<file path="src/sv/abre_pkg.sv">
// Shared types and constants of the adaptive binary range encoder.
package abre_pkg;

   localparam int CONTEXTS_DEFAULT = 64;

   localparam int CMD_W      = 2;
   localparam int CTX_IN_W   = 6;
   localparam int CTX_IN_N   = 1 << CTX_IN_W;
   localparam int BITS_W     = 16;
   localparam int COUNT_W    = 5;
   localparam int PROB_W     = 12;
   localparam int RANGE_W    = 32;
   localparam int LOW_W      = 33;
   localparam int PEND_W     = 32;
   localparam int SHIFT_CNT_W = 3;

   localparam logic [CMD_W-1:0] CMD_CODED  = 2'd0;
   localparam logic [CMD_W-1:0] CMD_BYPASS = 2'd1;
   localparam logic [CMD_W-1:0] CMD_FLUSH  = 2'd2;
   localparam logic [CMD_W-1:0] CMD_START  = 2'd3;

   localparam logic [COUNT_W-1:0]     BYPASS_MAX   = 5'd16;
   localparam logic [PROB_W-1:0]      PROB_INIT    = 12'd2048;
   localparam logic [PROB_W:0]        PROB_ONE     = 13'd4096;
   localparam logic [SHIFT_CNT_W-1:0] FLUSH_SHIFTS = 3'd5;
   localparam logic [7:0]             BYTE_ONES    = 8'hFF;

   typedef enum logic [1:0] {
      OP_CODED,
      OP_BYPASS,
      OP_FLUSH,
      OP_START
   } op_kind_type;

   typedef enum logic [2:0] {
      ST_CLEAR,
      ST_IDLE,
      ST_MULT,
      ST_APPLY,
      ST_SHIFT
   } back_state_type;

   typedef struct packed {
      logic [CMD_W-1:0]    command;
      logic [CTX_IN_W-1:0] context_index;
      logic [BITS_W-1:0]   bits;
      logic [COUNT_W-1:0]  bit_count;
   } req_type;

   typedef struct packed {
      logic [7:0]        lead_byte;
      logic [7:0]        fill_byte;
      logic [PEND_W-1:0] fill_count;
      logic              last;
   } rsp_type;

   // Classified operation handed from the front to the back.
   typedef struct packed {
      op_kind_type         kind;
      logic [CTX_IN_W-1:0] ctx;
      logic [BITS_W-1:0]   value;
      logic [COUNT_W-1:0]  count;
   } op_type;

endpackage

</file>
<file path="src/sv/abre_ram.sv">
// Generic single-write, single-read RAM with registered read data.
module abre_ram #(
   parameter int WIDTH = 8,
   parameter int DEPTH = 16,
   localparam int ADDR_W = (DEPTH > 1) ? $clog2(DEPTH) : 1
) (
   input  logic              clock,
   input  logic              wr_en,
   input  logic [ADDR_W-1:0] wr_addr,
   input  logic [WIDTH-1:0]  wr_data,
   input  logic              rd_en,
   input  logic [ADDR_W-1:0] rd_addr,
   output logic [WIDTH-1:0]  rd_data
);
   logic [WIDTH-1:0] mem_ff [DEPTH];
   logic [WIDTH-1:0] rd_data_ff;

   always_ff @(posedge clock) begin
      if (wr_en) begin
         mem_ff[wr_addr] <= wr_data;
      end
      if (rd_en) begin
         rd_data_ff <= mem_ff[rd_addr];
      end
   end

   assign rd_data = rd_data_ff;

endmodule

</file>
<file path="src/sv/abre_front.sv">
// Front end: accepts commands, reduces contexts, clamps and masks bypass bits.
module abre_front import abre_pkg::*; #(
   parameter int CONTEXTS = CONTEXTS_DEFAULT
) (
   input  logic    req_valid,
   output logic    req_ready,
   input  req_type req_data,
   output logic    push_valid,
   input  logic    push_ready,
   output op_type  push_op
);
   logic [CTX_IN_W-1:0] ctx_mod_table [CTX_IN_N];
   logic [COUNT_W-1:0]  count_clamped;
   logic [BITS_W-1:0]   bypass_mask;
   logic                drop;

   for (genvar g = 0; g < CTX_IN_N; g++) begin : g_ctx_mod
      assign ctx_mod_table[g] = CTX_IN_W'(g % CONTEXTS);
   end

   assign count_clamped = (req_data.bit_count > BYPASS_MAX) ? BYPASS_MAX : req_data.bit_count;
   assign bypass_mask   = {BITS_W{1'b1}} >> (BYPASS_MAX - count_clamped);

   always_comb begin
      push_op.ctx   = ctx_mod_table[req_data.context_index];
      push_op.count = count_clamped;
      push_op.value = req_data.bits & bypass_mask;
      drop          = 1'b0;
      unique case (req_data.command)
         CMD_CODED: begin
            push_op.kind  = OP_CODED;
            push_op.value = {{(BITS_W-1){1'b0}}, req_data.bits[0]};
         end
         CMD_BYPASS: begin
            push_op.kind = OP_BYPASS;
            // A bypass of zero bits changes nothing and is discarded here.
            drop         = (req_data.bit_count == '0);
         end
         CMD_FLUSH: begin
            push_op.kind = OP_FLUSH;
         end
         default: begin
            push_op.kind = OP_START;
         end
      endcase
   end

   assign req_ready  = push_ready;
   assign push_valid = req_valid && !drop;

endmodule

</file>
<file path="src/sv/abre_queue.sv">
// Two-entry queue of classified operations between front and back.
module abre_queue import abre_pkg::*; (
   input  logic   clock,
   input  logic   reset,
   input  logic   push_valid,
   output logic   push_ready,
   input  op_type push_op,
   output logic   pop_valid,
   input  logic   pop_ready,
   output op_type pop_op
);
   op_type     entry_ff [2];
   logic       wr_ptr_ff, wr_ptr_in;
   logic       rd_ptr_ff, rd_ptr_in;
   logic [1:0] count_ff, count_in;
   logic       do_push, do_pop;

   assign push_ready = (count_ff != 2'd2);
   assign pop_valid  = (count_ff != 2'd0);
   assign pop_op     = entry_ff[rd_ptr_ff];
   assign do_push    = push_valid && push_ready;
   assign do_pop     = pop_valid && pop_ready;

   always_comb begin
      wr_ptr_in = do_push ? !wr_ptr_ff : wr_ptr_ff;
      rd_ptr_in = do_pop ? !rd_ptr_ff : rd_ptr_ff;
      count_in  = count_ff + 2'(do_push) - 2'(do_pop);
   end

   always_ff @(posedge clock) begin
      if (reset) begin
         wr_ptr_ff <= 1'b0;
         rd_ptr_ff <= 1'b0;
         count_ff  <= 2'd0;
      end else begin
         wr_ptr_ff <= wr_ptr_in;
         rd_ptr_ff <= rd_ptr_in;
         count_ff  <= count_in;
      end
   end

   always_ff @(posedge clock) begin
      if (do_push) begin
         entry_ff[wr_ptr_ff] <= push_op;
      end
   end

endmodule

</file>
<file path="src/sv/abre_back.sv">
// Back end: interval arithmetic, context memory, byte shifts and result register.
module abre_back import abre_pkg::*; #(
   parameter int CONTEXTS = CONTEXTS_DEFAULT
) (
   input  logic    clock,
   input  logic    reset,
   input  logic    op_valid,
   output logic    op_ready,
   input  op_type  op_data,
   output logic    rsp_valid,
   input  logic    rsp_ready,
   output rsp_type rsp_data
);
   localparam int ADDR_W = (CONTEXTS > 1) ? $clog2(CONTEXTS) : 1;
   localparam logic [ADDR_W-1:0] CLEAR_LAST = ADDR_W'(CONTEXTS - 1);

   back_state_type state_ff, state_in;
   op_type         op_ff, op_in;
   logic [LOW_W-1:0]       low_ff, low_in;
   logic [RANGE_W-1:0]     range_ff, range_in;
   logic [7:0]             cache_ff, cache_in;
   logic [PEND_W-1:0]      pend_ff, pend_in;
   logic [RANGE_W-1:0]     prod_ff, prod_in;
   logic [SHIFT_CNT_W-1:0] cnt_ff, cnt_in;
   logic                   flush_ff, flush_in;
   logic [ADDR_W-1:0]      clr_ff, clr_in;
   logic                   rsp_valid_ff, rsp_valid_in;
   rsp_type                rsp_ff, rsp_in;

   logic              ram_wr_en, ram_rd_en;
   logic [ADDR_W-1:0] ram_wr_addr, ram_rd_addr;
   logic [PROB_W-1:0] ram_wr_data, ram_rd_data;

   logic                   out_free, carry, emit, later_emits;
   logic [SHIFT_CNT_W-1:0] rem;
   logic [RANGE_W-1:0]     mul_a;
   logic [BITS_W-1:0]      mul_b;
   logic [47:0]            mul_full;
   logic [PROB_W-1:0]      p_up, p_dn;
   logic [LOW_W-1:0]       apply_low;
   logic [RANGE_W-1:0]     apply_range;
   logic [SHIFT_CNT_W-1:0] apply_cnt;

   abre_ram #(
      .WIDTH (PROB_W),
      .DEPTH (CONTEXTS)
   ) u_prob_ram (
      .clock   (clock),
      .wr_en   (ram_wr_en),
      .wr_addr (ram_wr_addr),
      .wr_data (ram_wr_data),
      .rd_en   (ram_rd_en),
      .rd_addr (ram_rd_addr),
      .rd_data (ram_rd_data)
   );

   assign out_free = !rsp_valid_ff || rsp_ready;
   assign carry    = low_ff[LOW_W-1];
   assign emit     = carry || (low_ff[31:24] != BYTE_ONES);
   assign rem      = cnt_ff - 3'd1;

   // Bytes that later shifts of the same transaction will examine are already in low.
   assign later_emits = ((rem >= 3'd1) && (low_ff[23:16] != BYTE_ONES)) ||
                        ((rem >= 3'd2) && (low_ff[15:8] != BYTE_ONES)) ||
                        ((rem >= 3'd3) && (low_ff[7:0] != BYTE_ONES)) ||
                        (rem >= 3'd4);

   // One multiplier serves both the coded bit and the bypass bits.
   always_comb begin
      if (op_ff.kind == OP_CODED) begin
         mul_a = {12'd0, range_ff[RANGE_W-1:12]};
         mul_b = {4'd0, ram_rd_data};
      end else begin
         mul_a = range_ff;
         mul_b = op_ff.value;
      end
      mul_full = {16'd0, mul_a} * {32'd0, mul_b};
   end

   always_comb begin
      p_up = ram_rd_data + PROB_W'((PROB_ONE - {1'b0, ram_rd_data}) >> 4);
      p_dn = ram_rd_data - (ram_rd_data >> 4);
      apply_low   = low_ff;
      apply_range = range_ff;
      if (op_ff.kind == OP_CODED) begin
         if (op_ff.value[0]) begin
            apply_low   = low_ff + {1'b0, prod_ff};
            apply_range = range_ff - prod_ff;
         end else begin
            apply_range = prod_ff;
         end
      end else begin
         apply_low = low_ff + {1'b0, prod_ff};
      end
      if (apply_range[31:24] != 8'd0) begin
         apply_cnt = 3'd0;
      end else if (apply_range[23:16] != 8'd0) begin
         apply_cnt = 3'd1;
      end else if (apply_range[15:8] != 8'd0) begin
         apply_cnt = 3'd2;
      end else begin
         apply_cnt = 3'd3;
      end
   end

   always_comb begin
      state_in = state_ff;
      unique case (state_ff)
         ST_CLEAR: begin
            if (clr_ff == CLEAR_LAST) begin
               state_in = ST_IDLE;
            end
         end
         ST_IDLE: begin
            if (op_valid) begin
               unique case (op_data.kind)
                  OP_START: state_in = ST_CLEAR;
                  OP_FLUSH: state_in = ST_SHIFT;
                  default:  state_in = ST_MULT;
               endcase
            end
         end
         ST_MULT: begin
            state_in = ST_APPLY;
         end
         ST_APPLY: begin
            state_in = (apply_cnt != 3'd0) ? ST_SHIFT : ST_IDLE;
         end
         ST_SHIFT: begin
            if (out_free && (cnt_ff == 3'd1)) begin
               state_in = ST_IDLE;
            end
         end
         default: begin
            state_in = ST_IDLE;
         end
      endcase
   end

   always_comb begin
      op_in        = op_ff;
      low_in       = low_ff;
      range_in     = range_ff;
      cache_in     = cache_ff;
      pend_in      = pend_ff;
      prod_in      = prod_ff;
      cnt_in       = cnt_ff;
      flush_in     = flush_ff;
      clr_in       = clr_ff;
      rsp_valid_in = rsp_valid_ff && !rsp_ready;
      rsp_in       = rsp_ff;
      ram_wr_en    = 1'b0;
      ram_wr_addr  = ADDR_W'(op_ff.ctx);
      ram_wr_data  = PROB_INIT;
      ram_rd_en    = 1'b0;
      ram_rd_addr  = ADDR_W'(op_data.ctx);
      op_ready     = (state_ff == ST_IDLE);
      unique case (state_ff)
         ST_CLEAR: begin
            ram_wr_en   = 1'b1;
            ram_wr_addr = clr_ff;
            clr_in      = clr_ff + 1'b1;
         end
         ST_IDLE: begin
            if (op_valid) begin
               op_in     = op_data;
               ram_rd_en = 1'b1;
               unique case (op_data.kind)
                  OP_BYPASS: begin
                     range_in = range_ff >> op_data.count;
                  end
                  OP_FLUSH: begin
                     cnt_in   = FLUSH_SHIFTS;
                     flush_in = 1'b1;
                  end
                  OP_START: begin
                     low_in   = '0;
                     range_in = '1;
                     cache_in = '0;
                     pend_in  = PEND_W'(1);
                     clr_in   = '0;
                  end
                  default: begin
                  end
               endcase
            end
         end
         ST_MULT: begin
            prod_in = mul_full[RANGE_W-1:0];
         end
         ST_APPLY: begin
            low_in   = apply_low;
            range_in = apply_range;
            cnt_in   = apply_cnt;
            flush_in = 1'b0;
            if (op_ff.kind == OP_CODED) begin
               ram_wr_en   = 1'b1;
               ram_wr_data = op_ff.value[0] ? p_dn : p_up;
            end
         end
         ST_SHIFT: begin
            if (out_free) begin
               cnt_in = cnt_ff - 3'd1;
               low_in = {1'b0, low_ff[23:0], 8'd0};
               if (!flush_ff) begin
                  range_in = range_ff << 8;
               end
               if (emit) begin
                  rsp_valid_in      = 1'b1;
                  rsp_in.lead_byte  = cache_ff + {7'd0, carry};
                  rsp_in.fill_byte  = carry ? 8'h00 : BYTE_ONES;
                  rsp_in.fill_count = pend_ff - PEND_W'(1);
                  rsp_in.last       = !later_emits;
                  cache_in          = low_ff[31:24];
                  pend_in           = PEND_W'(1);
               end else if (pend_ff != '1) begin
                  pend_in = pend_ff + PEND_W'(1);
               end
            end
         end
         default: begin
         end
      endcase
   end

   always_ff @(posedge clock) begin
      if (reset) begin
         state_ff     <= ST_CLEAR;
         clr_ff       <= '0;
         low_ff       <= '0;
         range_ff     <= '1;
         cache_ff     <= '0;
         pend_ff      <= PEND_W'(1);
         cnt_ff       <= '0;
         flush_ff     <= 1'b0;
         rsp_valid_ff <= 1'b0;
      end else begin
         state_ff     <= state_in;
         clr_ff       <= clr_in;
         low_ff       <= low_in;
         range_ff     <= range_in;
         cache_ff     <= cache_in;
         pend_ff      <= pend_in;
         cnt_ff       <= cnt_in;
         flush_ff     <= flush_in;
         rsp_valid_ff <= rsp_valid_in;
      end
   end

   always_ff @(posedge clock) begin
      op_ff   <= op_in;
      prod_ff <= prod_in;
      rsp_ff  <= rsp_in;
   end

   assign rsp_valid = rsp_valid_ff;
   assign rsp_data  = rsp_ff;

endmodule

</file>
<file path="src/sv/adaptive_binary_range_encoder.sv">
// Top level of the adaptive binary range encoder.
//
//   port group  direction  handshake             payload
//   req_        in         req_valid/req_ready   req_data (req_type)
//   rsp_        out        rsp_valid/rsp_ready   rsp_data (rsp_type)
//
// A coded bit or bypass transaction passes the back-end states IDLE, MULT and APPLY,
// then SHIFT once per renormalizing byte shift (0 to 3); a flush makes five byte shifts
// and a start clears all CONTEXTS entries. The shared multiplier and the registered-read
// context memory with its single write port set this sequence of states.
// After reset the back end clears the context memory; the two-entry queue fills
// meanwhile and then holds req_ready low.
// A byte shift waits while the result register is full and not taken.
module adaptive_binary_range_encoder import abre_pkg::*; #(
   parameter int CONTEXTS = CONTEXTS_DEFAULT
) (
   input  logic    clock,
   input  logic    reset,
   input  logic    req_valid,
   output logic    req_ready,
   input  req_type req_data,
   output logic    rsp_valid,
   input  logic    rsp_ready,
   output rsp_type rsp_data
);
   logic   push_valid, push_ready;
   op_type push_op;
   logic   pop_valid, pop_ready;
   op_type pop_op;

   abre_front #(
      .CONTEXTS (CONTEXTS)
   ) u_front (
      .req_valid  (req_valid),
      .req_ready  (req_ready),
      .req_data   (req_data),
      .push_valid (push_valid),
      .push_ready (push_ready),
      .push_op    (push_op)
   );

   abre_queue u_queue (
      .clock      (clock),
      .reset      (reset),
      .push_valid (push_valid),
      .push_ready (push_ready),
      .push_op    (push_op),
      .pop_valid  (pop_valid),
      .pop_ready  (pop_ready),
      .pop_op     (pop_op)
   );

   abre_back #(
      .CONTEXTS (CONTEXTS)
   ) u_back (
      .clock     (clock),
      .reset     (reset),
      .op_valid  (pop_valid),
      .op_ready  (pop_ready),
      .op_data   (pop_op),
      .rsp_valid (rsp_valid),
      .rsp_ready (rsp_ready),
      .rsp_data  (rsp_data)
   );

endmodule

</file>
<file path="config.mk">
export PLATFORM = sky130hd
export DESIGN_NAME = adaptive_binary_range_encoder
export DESIGN_NICKNAME = d
export VERILOG_FILES = /design/src/sv/abre_pkg.sv /design/src/sv/abre_ram.sv /design/src/sv/abre_front.sv /design/src/sv/abre_queue.sv /design/src/sv/abre_back.sv /design/src/sv/adaptive_binary_range_encoder.sv
export SDC_FILE = /design/constraint.sdc
export NUM_CORES = 2
export LEC_CHECK = 0
export BUFFER_PORTS_ARGS = -buffer_cell sky130_fd_sc_hd__buf_2
export CAP_MARGIN = 0
export CORE_MARGIN = 4
export CORE_UTILIZATION = 25
export CTS_BUF_LIST = sky130_fd_sc_hd__clkbuf_4 sky130_fd_sc_hd__clkbuf_8
export CTS_CLUSTER_SIZE = 28
export DETAILED_ROUTE_END_ITERATION = 10
export GPL_TIMING_DRIVEN = 0
export PLACE_DENSITY = 0.44
export REMOVE_ABC_BUFFERS = 1
export SETUP_SLACK_MARGIN = 0.4
export SLEW_MARGIN = 0
export SYNTH_ARGS = -nofsm -noshare
export SYNTH_HDL_FRONTEND = slang
export SYNTH_SLANG_ARGS = --single-unit
export TNS_END_PERCENT = 20
</file>
<file path="constraint.sdc">
create_clock -name clock -period 11.2 [get_ports clock]
set_clock_uncertainty 0.1 [all_clocks]
set_input_delay 0.56 -clock clock [delete_from_list [all_inputs] [get_ports clock]]
set_output_delay 0.56 -clock clock [all_outputs]
set_load 0.005 [all_outputs]
</file>
After elaboration in Yosys (flattened, before gate mapping):

Memories as Yosys holds them, arrays and structs flattened. A register that Yosys moved wholly into a read port is not among the register bits.
Cells that the tools add are included.

* register bits: 228
* RAM bits: 826
* bits in read-only memories: 384
* input bits: 33
* output and inout port bits: 51
* word-level logic and storage cells: 189
* memories kept: 3

* add/sub/neg operators: 13
* multipliers: 1
* $lt $le $gt $ge: 6
* equality and inequality tests: 29
* shift-type cells: 2
* muxes and demuxes: 69
* bitwise gates (word level): 2
* reductions and logical operators: 43

Memories
* u_back.u_prob_ram.mem_ff: depth 64, bits a word 12, rd ports 1, clocked after Yosys merged registers in 1, write ports 1, RTL line abre_ram.sv:15 `logic [WIDTH-1:0] mem_ff [DEPTH];`
* (name not given): depth 64, bits a word 6, rd ports 1, clocked after Yosys merged registers in 0, write ports 0, RTL line abre_front.sv:25 `push_op.ctx = ctx_mod_table[req_data.context_index];`
* u_queue.entry_ff: depth 2, bits a word 29, rd ports 1, clocked after Yosys merged registers in 1, write ports 1, RTL line abre_queue.sv:12 `op_type entry_ff [2];`

Operator list (number)
* 32-bit 2-to-1 mux: 11
* 33-bit 2-to-1 mux: 5
* 32-bit case mux with 2 select lines: 2
* 33-bit case mux with 3 select lines: 1
* 32-bit case mux with 3 select lines: 1
* 8-bit 2-to-1 mux: 5
* 12-bit 2-to-1 mux: 3
* 33-bit by 32-bit adder with 33-bit output: 1
* 32-bit by 1-bit adder with 32-bit output (second input constant): 1
* 32-bit by 16-bit multiplier with 32-bit output: 1
* 16-bit 2-to-1 mux: 2
* 32-bit != test (second input constant): 1
* 8-bit != test (second input constant): 4
* 32-bit by 5-bit >> shifter with 32-bit output: 1
* 32-bit by 1-bit subtractor with 32-bit output (second input constant): 1
* 32-bit subtractor: 1
* 6-bit 2-to-1 mux: 5
* 3-bit 2-to-1 mux: 9
* 8-bit nonzero test: 3
* 5-bit AND reduction: 4
* 16-bit AND: 1
* 1-bit 2-to-1 mux: 16
* 2-bit by 1-bit != test with 1-bit output (second input constant): 8
* 8-bit case mux with 2 select lines: 1
* other kinds (44): 77

Longest topological paths before layout:

* depth in word-level cells: 10
* mapped depth: 34
* mapped depth without buffers: 27

By module:

Synthesis repeated with hierarchy kept, for this count alone.

* cells, all modules: 4781
* area total of the unflattened synthesis: 60186.5 µm²

By module, submodules not included
* abre_ram: times used 1, cells each 1339, area an instance 29971.2 µm², sequential area each 23422.5 µm²
* abre_back: times used 1, cells each 3259, area an instance 27317.4 µm², sequential area each 5325.1 µm²
* abre_queue: times used 1, cells each 119, area an instance 2402.3 µm², sequential area each 1841.8 µm²
* abre_front: times used 1, cells each 64, area an instance 495.5 µm², sequential area each 0.0 µm²

Worst setup path before layout:

Ideal clock, no wire load.

* path kind: reg-to-reg
* start: register u_back.op_ff[28] (netlist name)
* end: register u_back.prod_ff[30] (data pin)
* setup time: 0.270 ns
* arrival time: 7.683 ns
* data required time: 10.830 ns
* path slack: 3.147 ns
* stages on the path, launching flop included: 33
* buffers on the path: 7
* period minus slack after synthesis: 8.053 ns
* cells stage by stage: edfxtp_1 > or2_1 > clkbuf_1 > buf_2 > clkbuf_1 > buf_2 > clkbuf_1 > clkbuf_1 > nand2_1 > nand2_1 > clkbuf_1 > nand2_1 > fa_1 > inv_1 > fa_1 > inv_1 > fa_1 > inv_1 > fa_1 > fa_1 > inv_1 > fa_1 > inv_1 > ha_1 > and2_1 > nand4_1 > or2_2 > a31oi_1 > o211ai_1 > a211o_1 > a21boi_0 > o21a_1 > o211ai_1

* word-level cells in the longest chain between the ends: 3
* elaborated cells on any way between the ends: 4
* those cells by class: mul (1); mux (2); reduce/logical (1)

RTL lines
* from (decl): RTL line abre_back.sv:18 `op_type op_ff, op_in;`
* from (signal assigned): RTL line abre_back.sv:251 `op_ff <= op_in;`
* 2-bit zero test *: RTL line abre_back.sv:70 `if (op_ff.kind == OP_CODED) begin`
* 32-bit 2-to-1 mux / 16-bit 2-to-1 mux (equally long branches): RTL line abre_back.sv:70
* 32-bit by 16-bit multiplier with 32-bit output *: RTL line abre_back.sv:77 `mul_full = {16'd0, mul_a} * {32'd0, mul_b};`
* via u_back.mul_full[30]: RTL line abre_back.sv:38 `logic [47:0] mul_full;`
* to (signal assigned): RTL line abre_back.sv:252 `prod_ff <= prod_in;`
* to (decl): RTL line abre_back.sv:23 `logic [RANGE_W-1:0] prod_ff, prod_in;`

Mark *: on every way through the listed nets, which the timed path passes. The rest lies on a longest branch.
A chain may end at the register's enable or synchronous reset.

Worst setup path after layout:

* start: register u_back.op_ff[27] (netlist name)
* end: register u_back.prod_ff[31] (data pin)

Same word-level chain as after synthesis.

==> metrics.yaml <==
status:
  outcome: "complete, no violations"
logic_synthesis:
  synth-compound-area-share: 0.0833
  yosys.area.top_type: "edfxtp_1"
  netlist_area_um2: 60800
  synth_edf_count: 936
  syn_inst: 5882
  synthArstFlopShare: 0
  synthTopCellsByArea: "edfxtp_1 46%, fa_1 10%, nand2_1 7.9%, dfxtp_1 4.1%, nand3_1 3.7%"
  synth_top_area_share: 0.462
  synth_seq_cells: 1060
  synth_top_family_by_area: "simple AND/OR/NAND/NOR gates"
  yosys_warnings: 0
  synth-xor-area-share: 0.0256
  synthSimpleGateAreaFrac: 0.181
  synth_ff_type: "edfxtp_1"
  synth.area.mux_share: 0.0239
  synth_cell_type_count: 90
  synth_area_per_cell_um2: 10.3
  yosysSeqAreaShare: 0.503
  synthAdderAreaFrac: 0.133
detailed_routing:
  wl_per_cell_um: 20.8
  drc_errors: 0
  drt_iter0_drc: 3045
  viasPerCell: 4.74
  num_vias: 44000
  routed_wirelength_um: 193000
  drt-pass1-iter-count: 6
  detail-route-antenna-nets: 0
power:
  power_density_nw_per_um2: 124
  switching_share: 0.260
  cellInternalPower_mw: 6.47
  power_switching_mw: 2.27
  clkPwrFrac: 0.413
  cellLeakagePower_nw: 26.9
  peakVddDrop_mv: 0.0852
  p_seq_frac: 0.493
  comb_power_share: 0.094
clock_tree:
  cts.clk_slew.worst_paths_ns: 0.06
  clock_latency_ns: 0.95
  clockBufferDepth: 3
  cts_max_level: 4
  clock-sinks: 1060
  cts_hold_buf: 29
  cts_resized: 0
  cts_tree: "done"
  root_buffer: "clkbuf_8"
  cts_made_buffers: 182
  cts_setup_buffers: 0
setup_path:
  r2r_cells: 26
  cp_max_fo: 65
  crit_path_start_kind: "flip-flop"
  crit_required_ns: 11.75
  cp-startpoint: "u_back.op_ff[27]$_DFFE_PP_"
  reg2reg_from: "u_back.op_ff[27]$_DFFE_PP_"
  r2r_slack_ns: 1.95
  max_stage_delay_ns: 0.59
  slowest_stage: "or2_4"
  crit_buf_inv: 4
  endpoint: "u_back.prod_ff[31]$_DFFE_PP_"
  regToRegEndpoint: "u_back.prod_ff[31]$_DFFE_PP_"
  path_delay_family: "adder cells"
  end_kind: "flip-flop"
  path_class: "flip-flop to flip-flop"
  cp.depth: 26
  crit_top_cell: "fa_1"
  worstPathArrival_ns: 9.80
die:
  start_util: 0.252
  die_y_um: 501
  top_level_ports: 84
  die_area_um2: 251000
  fp-row-count: 180
  core_um2: 241000
  die_w_um: 501
cells_and_area:
  final_util: 0.292
  final_nets: 6426
  areaGrowthSynthToFinish_pct: 15.7
  fin_area_um2: 70300
  finalNonFillerCells: 9277
  drive_gt1_frac: 0.101
  fillerInstances: 24900
min_path:
  hold_class: "primary input to flip-flop"
sta:
  period_share: 0.826
  fmax_mhz: 108
  rsz0062_at_grt: "false"
  hold_slack_ns: 0.119
  worst_pin_slew_ns: 1.38
  hold_viol_final: 0
  finalMaxSlewViolations: 0
  slew_headroom: 0.0745
  fin_tns_setup_ns: 0
  fin_crit_ns: 9.25
  setup_viol: 0
global_routing:
  track_usage: 0.150
  grt_overflow: 0
  grt_most_used_layer: "met2"
  grtUsageMet2: 0.254
  use_met1: 0.196
  grt_pass1_vias: 44500
  grt_max_degree: 139
  gr-usage-met3: 0.0258
  antenna_found_initial: 5
  grt_pass1_wl_um: 289000
placed_design:
  hpwl_um: 133000
  placement.io_buffers: 83
  place_area_um2: 66300
  dp.cells: 8898
  globalplace.congestion: 0.874
flow_run:
  cap_violations: 0
-- logic make-up (layout without fill, tap and decap cells) --
| group | count (synthesis) | after routing |
|---|---|---|
| and+or+nand+nor | 2515 | 2515 |
| DFF | 1060 | 1060 |
| buffers and inverters | 793 | 986 |
| AOI/OAI and AO/OA | 735 | 735 |
| adders and majority gates | 463 | 463 |
| xor gates and xnor gates | 178 | 178 |
| muxes | 138 | 138 |
| other | 0 | 17 |
-- sequential cells by signal (all words and copies together), names as in the netlist, named ones only --
signal,count
u_back.cache_ff,8
u_back.clr_ff,6
u_back.op_ff,24
u_queue.rd_ptr_ff,1
u_back.pend_ff,32
u_back.u_prob_ram.rd_data,12
u_back.u_prob_ram.mem_ff,768
u_back.rsp_valid,1
u_back.prod_ff,32
u_back.low_ff,33
u_back.cnt_ff,3
u_back.range_ff,32
u_queue.entry_ff,58
u_queue.wr_ptr_ff,1
u_back.flush_ff,1
u_back.state_ff,3
u_back.rsp_data,42
u_queue.count_ff,2
-- worst min-delay path by stage --
stage,cells past startpoint,from,slack [ns],end
final,3,rsp_ready,0.12,u_back.rsp_valid$_SDFF_PP0_
after global routing,3,rsp_ready,0.06,u_back.rsp_valid$_SDFF_PP0_
after CTS,2,reset,0.04,u_back.low_ff[3]$_SDFFE_PP0P_
after detailed placement,1,u_back.cache_ff[0]$_SDFFE_PP0P_,0.39,u_back.cache_ff[0]$_SDFFE_PP0P_
after global placement,1,u_back.cache_ff[0]$_SDFFE_PP0P_,0.37,u_back.cache_ff[0]$_SDFFE_PP0P_
after floorplan,2,u_back.low_ff[31]$_SDFFE_PP0P_,0.36,u_back.low_ff[31]$_SDFFE_PP0P_
-- worst reg2reg max path: cells and delay by family (launching register included) --
family	cells	cell delay, ns
adder cells (fa/ha/maj)	7	3.42
flip-flops	1	0.40
XOR/XNOR	1	0.15
AND/OR/NAND/NOR	7	2.18
AO/OA/AOI/OAI	7	2.25
buffers and inverters	4	0.48
-- power by group through the flow --
stage               Sequential (mW)  Combinational [mW]  Clock, mW
finish                         4.31               0.823       3.61
global route                   4.31               0.900       3.92
CTS                            4.31               0.833       3.73
detailed placement             4.39               0.823          0
global placement               4.39                1.06          0
floorplan                      4.38               0.620          0
-- cells in the final DEF (no fill, tap or decap), drive strengths merged, types with 156 or more instances in the layout --
| cell type | instances |
|---|---|
| edfxtp | 936 |
| nand3 | 455 |
| nand2 | 1288 |
| nor2 | 369 |
| fa | 307 |
| inv | 437 |
| ha | 156 |
| clkbuf | 258 |
| a21oi | 193 |
| buf | 199 |
-- routing by layer --
| layer | vias up | share of wire |
|---|---|---|
| li1 | 20600 | - |
| met1 | 22000 | 0.44 |
| met3 | 307 | 0.048 |
| met4 | 2 | 0.030 |
| met5 | - | 0.000068 |
| met2 | 1066 | 0.48 |
-- synthesized netlist by cell type, drive strengths merged, types with 26 or more instances --
cell / number
a211oi: 34
a21o: 39
a21oi: 193
a221oi: 36
a311oi: 137
a31oi: 40
and2: 44
and3: 122
buf: 49
clkbuf: 315
dfxtp: 124
edfxtp: 936
fa: 307
ha: 156
inv: 429
mux2: 26
mux2i: 109
nand2: 1288
nand3: 455
nor2: 369
nor3: 93
o211ai: 41
o21ai: 106
xnor2: 113
xor2: 65
-- per-stage QoR --
| stage | worst slack, ns | total power, mW |
|---|---|---|
| detailed placement | 1.94 | 5.21 |
| global route | 1.40 | 9.12 |
| finish | 1.95 | 8.74 |
| CTS | 1.85 | 8.87 |
| global placement | -74.81 | 5.45 |
| floorplan | -21.61 | 5.00 |
-- final cells by class --
type                    instances  area, µm²  share of cell area
multi-input cells            4029      27500               0.392
well taps                    3185       3990              0.0567
clock buffers                 258       3120              0.0443
inverters                     429       1630              0.0231
diodes                         17       42.5            0.000605
clock inverters                71        569             0.00809
flip-flops and latches       1060      30600               0.435
repair buffers                228       2870              0.0408
(Power assumes the default switching activity.)
